`config.mk`:
```
export PLATFORM = sky130hd
export DESIGN_NAME = boot_link_master_handshake_top
export DESIGN_NICKNAME = d
export VERILOG_FILES = /design/src/hw/rtl/blmh_pkg.sv /design/src/hw/rtl/blmh_step.sv /design/src/hw/rtl/boot_link_master_handshake_top.sv
export SDC_FILE = /design/constraint.sdc
export NUM_CORES = 1
export LEC_CHECK = 0
export BUFFER_PORTS_ARGS = -buffer_cell sky130_fd_sc_hd__buf_4
export CAP_MARGIN = 20
export CORE_MARGIN = 4
export CORE_UTILIZATION = 57
export CTS_CLUSTER_SIZE = 24
export DETAILED_ROUTE_END_ITERATION = 12
export HOLD_SLACK_MARGIN = 0.05
export PLACE_DENSITY = 0.95
export SYNTH_ARGS = -nofsm -noshare
export SYNTH_HDL_FRONTEND = slang
export SYNTH_SLANG_ARGS = --single-unit
```
`constraint.sdc`:
```
create_clock -name clk_i -period 4.2 [get_ports clk_i]
set_clock_uncertainty 0.05 [all_clocks]
set_input_delay 0.42 -clock clk_i [delete_from_list [all_inputs] [get_ports clk_i]]
set_output_delay 0.42 -clock clk_i [all_outputs]
set_load 0.005 [all_outputs]
```
`src/hw/rtl/blmh_pkg.sv`:
```
// Shared types and constants for the boot link master handshake sequencer.
`default_nettype none

package blmh_pkg;

  localparam int unsigned CntW = 7;
  localparam logic [CntW-1:0] HeaderHalfwords = 7'd96;

  localparam logic [7:0]  PaletteReset  = 8'h93;
  localparam logic [15:0] WordPoll      = 16'h6200;
  localparam logic [15:0] WordDetect    = 16'h7200;
  localparam logic [15:0] DetectMask    = 16'hfff0;
  localparam logic [15:0] WordConfirm   = 16'h6102;
  localparam logic [15:0] WordAck7202   = 16'h7202;
  localparam logic [15:0] WordAck0002   = 16'h0002;
  localparam logic [15:0] WordStart     = 16'h6202;
  localparam logic [7:0]  PalettePrefix = 8'h63;
  localparam logic [7:0]  ClientPrefix  = 8'h73;
  localparam logic [7:0]  HsPrefix      = 8'h64;
  localparam logic [7:0]  HsSeed        = 8'h11;

  typedef enum logic {
    REQ_START = 1'b0,
    REQ_REPLY = 1'b1
  } req_e;

  typedef enum logic [1:0] {
    ST_BUSY = 2'd0,
    ST_OK   = 2'd1,
    ST_FAIL = 2'd2
  } status_e;

  typedef enum logic [8:0] {
    PH_IDLE     = 9'b000000001,
    PH_POLL     = 9'b000000010,
    PH_DETECT   = 9'b000000100,
    PH_CONFIRM  = 9'b000001000,
    PH_HEADER   = 9'b000010000,
    PH_EXPECT2  = 9'b000100000,
    PH_EXPECT72 = 9'b001000000,
    PH_PALETTE  = 9'b010000000,
    PH_FINAL    = 9'b100000000
  } phase_e;

  typedef struct packed {
    phase_e          phase;
    logic [CntW-1:0] count;
    logic [2:0]      mask;
    logic [7:0]      client;
    logic [7:0]      hs;
  } seq_state_t;

  typedef struct packed {
    logic    tx_valid;
    logic [15:0] tx_word;
    status_e status;
  } seq_result_t;

endpackage

`default_nettype wire

```
`src/hw/rtl/blmh_step.sv`:
```
// Next-state and transmit-word logic for one handshake transaction.
`default_nettype none

module blmh_step (
  input  blmh_pkg::seq_state_t  state_i,
  input  logic [7:0]            palette_i,
  input  blmh_pkg::req_e        req_i,
  input  logic [15:0]           rx_word_i,
  input  logic [15:0]           header_word_i,
  output blmh_pkg::seq_state_t  state_o,
  output blmh_pkg::seq_result_t result_o
);
  import blmh_pkg::*;

  logic [3:0]  nib;
  logic [7:0]  hs_new;
  logic [15:0] pal_word;

  assign nib      = rx_word_i[3:0];
  assign hs_new   = 8'(HsSeed + rx_word_i[7:0] + 8'hff + 8'hff);
  assign pal_word = {PalettePrefix, palette_i};

  always_comb begin
    state_o  = state_i;
    result_o = '{tx_valid: 1'b0, tx_word: 16'h0000, status: ST_BUSY};
    if (req_i == REQ_START) begin
      state_o = '{phase: PH_POLL, count: '0, mask: 3'd0, client: 8'd0, hs: 8'd0};
      result_o.tx_valid = 1'b1;
      result_o.tx_word  = WordPoll;
    end else begin
      unique case (state_i.phase)
        PH_POLL: begin
          if (rx_word_i == 16'h0000) state_o.phase = PH_DETECT;
          result_o.tx_valid = 1'b1;
          result_o.tx_word  = WordPoll;
        end
        PH_DETECT: begin
          result_o.tx_valid = 1'b1;
          if ((rx_word_i & DetectMask) == WordDetect) begin
            // only single-client nibbles are recorded
            state_o.mask  = (nib == 4'd1 || nib == 4'd2 || nib == 4'd4) ? nib[2:0] : 3'd0;
            state_o.phase = PH_CONFIRM;
            result_o.tx_word = WordConfirm;
          end else begin
            state_o.phase = PH_POLL;
            result_o.tx_word = WordPoll;
          end
        end
        PH_CONFIRM: begin
          if (rx_word_i == WordAck7202) begin
            state_o.count = CntW'(1);
            state_o.phase = PH_HEADER;
            result_o.tx_valid = 1'b1;
            result_o.tx_word  = header_word_i;
          end else begin
            state_o.phase = PH_IDLE;
            result_o.status = ST_FAIL;
          end
        end
        PH_HEADER: begin
          result_o.tx_valid = 1'b1;
          if (state_i.count < HeaderHalfwords) begin
            state_o.count = state_i.count + CntW'(1);
            result_o.tx_word = header_word_i;
          end else begin
            state_o.phase = PH_EXPECT2;
            result_o.tx_word = WordPoll;
          end
        end
        PH_EXPECT2: begin
          if (rx_word_i == WordAck0002) begin
            state_o.phase = PH_EXPECT72;
            result_o.tx_valid = 1'b1;
            result_o.tx_word  = WordStart;
          end else begin
            state_o.phase = PH_IDLE;
            result_o.status = ST_FAIL;
          end
        end
        PH_EXPECT72: begin
          if (rx_word_i == WordAck7202) begin
            state_o.phase = PH_PALETTE;
            result_o.tx_valid = 1'b1;
            result_o.tx_word  = pal_word;
          end else begin
            state_o.phase = PH_IDLE;
            result_o.status = ST_FAIL;
          end
        end
        PH_PALETTE: begin
          result_o.tx_valid = 1'b1;
          if (rx_word_i[15:8] == ClientPrefix) begin
            state_o.client = rx_word_i[7:0];
            state_o.hs     = hs_new;
            state_o.phase  = PH_FINAL;
            result_o.tx_word = {HsPrefix, hs_new};
          end else begin
            result_o.tx_word = pal_word;
          end
        end
        PH_FINAL: begin
          state_o.phase   = PH_IDLE;
          result_o.status = (rx_word_i[15:8] == ClientPrefix) ? ST_OK : ST_FAIL;
        end
        default: begin
          // idle: replies are dropped
          state_o.phase = PH_IDLE;
        end
      endcase
    end
  end

endmodule

`default_nettype wire

```
`src/hw/rtl/boot_link_master_handshake_top.sv`:
```
// Top level of the boot link master handshake sequencer.
//
//  channel | signals                                     | dir | handshake
//  --------+---------------------------------------------+-----+-------------------
//  in      | req_type, rx_word, header_word              | in  | in_valid/in_stall
//  out     | tx_valid, tx_word, status, client_mask,     | out | out_valid/out_stall
//          | client_byte, handshake_byte                 |     |
//  cfg     | cfg_wdata (palette byte)                    | in  | cfg_we
//
// One transaction per cycle unless the output stalls: the phase logic sits
// between input ports and result register, so a result shows up the next cycle.
// A stalled result holds the input off only while it is still waiting.
// Reset puts the sequencer in idle with all captured bytes cleared and the
// palette byte at 0x93.
`default_nettype none

module boot_link_master_handshake_top (
  input  logic        clk_i,
  input  logic        rst_ni,
  input  logic        cfg_we_i,
  input  logic [7:0]  cfg_wdata_i,
  input  logic        in_valid_i,
  output logic        in_stall_o,
  input  logic        req_type_i,
  input  logic [15:0] rx_word_i,
  input  logic [15:0] header_word_i,
  output logic        out_valid_o,
  input  logic        out_stall_i,
  output logic        tx_valid_o,
  output logic [15:0] tx_word_o,
  output logic [1:0]  status_o,
  output logic [2:0]  client_mask_o,
  output logic [7:0]  client_byte_o,
  output logic [7:0]  handshake_byte_o
);
  import blmh_pkg::*;

  logic [7:0]  pal_q;
  seq_state_t  state_q, state_d;
  seq_result_t res_q, res_d;
  logic        out_valid_q;
  logic        accept;

  assign in_stall_o = out_valid_q & out_stall_i;
  assign accept     = in_valid_i & ~in_stall_o;

  blmh_step u_step (
    .state_i       (state_q),
    .palette_i     (pal_q),
    .req_i         (req_e'(req_type_i)),
    .rx_word_i     (rx_word_i),
    .header_word_i (header_word_i),
    .state_o       (state_d),
    .result_o      (res_d)
  );

  always_ff @(posedge clk_i or negedge rst_ni) begin
    if (!rst_ni) begin
      pal_q <= PaletteReset;
    end else if (cfg_we_i) begin
      pal_q <= cfg_wdata_i;
    end
  end

  always_ff @(posedge clk_i or negedge rst_ni) begin
    if (!rst_ni) begin
      state_q     <= '{phase: PH_IDLE, count: '0, mask: 3'd0, client: 8'd0, hs: 8'd0};
      out_valid_q <= 1'b0;
    end else begin
      if (accept) begin
        state_q <= state_d;
      end
      if (accept) begin
        out_valid_q <= 1'b1;
      end else if (!out_stall_i) begin
        out_valid_q <= 1'b0;
      end
    end
  end

  always_ff @(posedge clk_i) begin
    if (accept) begin
      res_q <= res_d;
    end
  end

  assign out_valid_o      = out_valid_q;
  assign tx_valid_o       = res_q.tx_valid;
  assign tx_word_o        = res_q.tx_word;
  assign status_o         = res_q.status;
  // state registers only move when a new result is loaded
  assign client_mask_o    = state_q.mask;
  assign client_byte_o    = state_q.client;
  assign handshake_byte_o = state_q.hs;

  a_stall_needs_result : assert property (@(posedge clk_i) disable iff (!rst_ni)
    in_stall_o |-> out_valid_o)
    else $error("input stalled with no pending result");

  a_fail_no_tx : assert property (@(posedge clk_i) disable iff (!rst_ni)
    (out_valid_o && status_o == ST_FAIL) |-> (!tx_valid_o && state_q.phase == PH_IDLE))
    else $error("failure result with a word to send or not idle");

  a_ok_idle : assert property (@(posedge clk_i) disable iff (!rst_ni)
    (out_valid_o && status_o == ST_OK) |-> state_q.phase == PH_IDLE)
    else $error("success result while sequencer not idle");

  a_start_clears : assert property (@(posedge clk_i) disable iff (!rst_ni)
    (accept && req_type_i == REQ_START) |=>
      (client_mask_o == 3'd0 && client_byte_o == 8'd0 && handshake_byte_o == 8'd0
       && state_q.phase == PH_POLL && tx_word_o == WordPoll))
    else $error("start did not clear session state");

  a_no_tx_zero_word : assert property (@(posedge clk_i) disable iff (!rst_ni)
    (out_valid_o && !tx_valid_o) |-> tx_word_o == 16'h0000)
    else $error("word present without tx_valid");

endmodule

`default_nettype wire
```
==> results.cfg <==
[floorplanning]
initial_utilization_pct = 60.25
io_pins = 86
coreArea_sq_um = 5675
die_w_microns = 85.46
die_area_sq_um = 7303
die_h_microns = 85.46
rows = 27

[synthesis]
syn_nets = 389
syn_area_sq_um = 3420
synth_edf_count = 19
ys_seq_area_share_pct = 49.07
yosysWarnings = 0
syn_area_per_cell_sq_um = 10.12
yosysUniqueCellTypes = 56
syn_inst = 338
async_reset_ff_share_pct = 69.84
synth_ff_type = dfrtp_1
ys_ff_latch = 63

[sta]
finalSetupViolations = 0
min_period_ps = 2562
grt_setup_unrepaired = false
finalCritPeriodShare_pct = 61.00
hold_viol = 0
finalMaxSlewViolations = 0
max_freq_ghz = 0.3903
slew_headroom_pct = 37.45
fin_setup_tns_ps = 0
tightest_slew_ps = 931.0

[global_routing]
grt-ovfl-total = 0
grt_pass1_wl_microns = 14600
grt_pass1_vias = 3079
grt_max_degree = 45
grt_usage_pct = 25.60
antenna_found_initial = 0

[finish]
area.growth.synth_to_final_pct = 21.81
drive_gt1_share_pct = 31.60
final_common_cell = buf_4
diodes = 0
final_cell_mix = buf_4, nand2_1, dfrtp_1
final_nets = 451
fin_cells = 477

[route]
ant_nets = 0
viasPerCell = 6.296
wl_met1_microns = 3616
highest_layer = met4
dr_wl_met2_microns = 4815
route.vias.total = 3003
drtIter0Drc = 289
met3WireLength_microns = 803
route.detailed.drc = 0
dr.pass1.iters = 6
routed_wl_microns = 9431
wl_per_cell_microns = 19.77

[power]
p_leak_nw = 1.882
ir_drop_v = 0.0002186
pwr_density_cell_nw_per_um2 = 375.7

[setup_path]
critPathRequiredTime_ps = 4430
cp.arrival_ps = 2790
crit_start = state_q[32]$_DFFE_PN0P_
worstReg2RegStart = state_q[32]$_DFFE_PN0P_
critPathCaptureType = flip-flop
critical_path_class = reg -> reg
critical_path.max_fanout = 8
startpoint_type = flip-flop

[placement]
hpwl_microns = 6837
placed_cells_incl_taps = 460
gp_congestion = 0.9193
io_buffers = 85

[min_path]
hp-start = in_valid_i
worstHoldPathType = in -> reg

[cts]
cts_tree = yes
cts_resized = 0
clk_pin_slew_worst_paths_ps = 80
clkSinkCount = 63
cts_setup_buffers = 0
ctsLongestPathBuffers = 2
cts_root_buf = clkbuf_8
h-tree-depth = 3
cts_buffers = 9
cts_hold_buf = 1
clk_latency_ps = 340

[run]
maxCapViolations = 0

[outcome]
status = complete, no violations
## worst paths after layout
check	end	slack (ps)	cells after the start
max reg2reg	handshake_byte_o[7]$_DFFE_PN0P_	1640	5
min in group asynchronous	client_mask_o[2]$_DFFE_PN0P_	570	2
max in group asynchronous	state_q[32]$_DFFE_PN0P_	3140	2
max	handshake_byte_o[7]$_DFFE_PN0P_	1640	5
min	out_valid_o$_DFFE_PN0P_	230	2
min reg2reg	handshake_byte_o[3]$_DFFE_PN0P_	450	2
## per-layer routing
metal / GRT usage [%] / up-vias
met5: 0 / -
met3: 4.660 / 23
li1: - / 1334
met4: 11.65 / 0
met2: 43.50 / 184
met1: 31.62 / 1462
## critical path: stages (launching register included)
cell and delay, ps:
dfrtp_1 470, nor3_2 430, and4_1 340, nand2_1 200
nor3_1 760, a22o_1 250
## sequential cells by signal, summed over array words and instances (netlist names)
register,flops
client_byte_o,8
client_mask_o,3
handshake_byte_o,8
out_valid_o,1
pal_q,8
state_q,16
status_o,2
tx_valid_o,1
tx_word_o,16
## synthesized netlist by cell type, drive strengths merged (7+ instances only)
| master | count | area, sq um |
|---|---|---|
| nand3 | 10 | 62.56 |
| edfxtp | 19 | 570.6 |
| nand2 | 47 | 176.4 |
| nor2 | 24 | 90.09 |
| and3 | 9 | 56.30 |
| nor3 | 12 | 76.33 |
| xor2 | 11 | 96.34 |
| clkbuf | 7 | 26.28 |
| dfrtp | 39 | 975.9 |
| o21ai | 14 | 73.82 |
| a21oi | 18 | 90.09 |
| a22o | 9 | 78.83 |
| mux2 | 9 | 101.4 |
| buf | 28 | 195.2 |
## metrics by stage
stage	utilization (%)	setup slack, ps	hold WS [ps]	power [mW]	cell area (sq um)
final	73.39	1638	228.8	1.565	4165
after global routing	73.39	1394	247.4	1.621	4165
after CTS	73.39	1637	228.9	1.559	4165
after detailed placement	69.18	1636	398.6	0.9651	3926
after global placement	69.18	1719	389.6	0.9612	3926
after floorplan	-	1919	74.41	0.8519	3420
## report_power, final
part	internal (mW)	total (mW)	switching, mW
sequential	0.674	0.701	0.0265
clock	0.354	0.602	0.248
combinational	0.111	0.263	0.152
## area by class of cell
class | instances | area [sq um]
fillers | 400 | 1510
clock buffers | 10 | 137.6
inverters | 7 | 26.28
clock inverters | 6 | 91.34
flip-flops and latches | 63 | 1678
multi-input cells | 233 | 1494
repair buffers | 86 | 648.1
well taps | 72 | 90.09
## logic make-up (layout without fill, tap and decap cells)
| kind of cell | Yosys count | in the layout | synth area share (%) |
|---|---|---|---|
| compound gates | 72 | 72 | 14.82 |
| xor+xnor | 12 | 12 | 3.074 |
| fa+ha+maj | 5 | 5 | 1.829 |
| buf+inv | 42 | 109 | 7.245 |
| flops | 63 | 63 | 49.07 |
| mux | 11 | 11 | 3.549 |
| simple gates | 133 | 133 | 20.42 |
(Power assumes the default switching activity.)
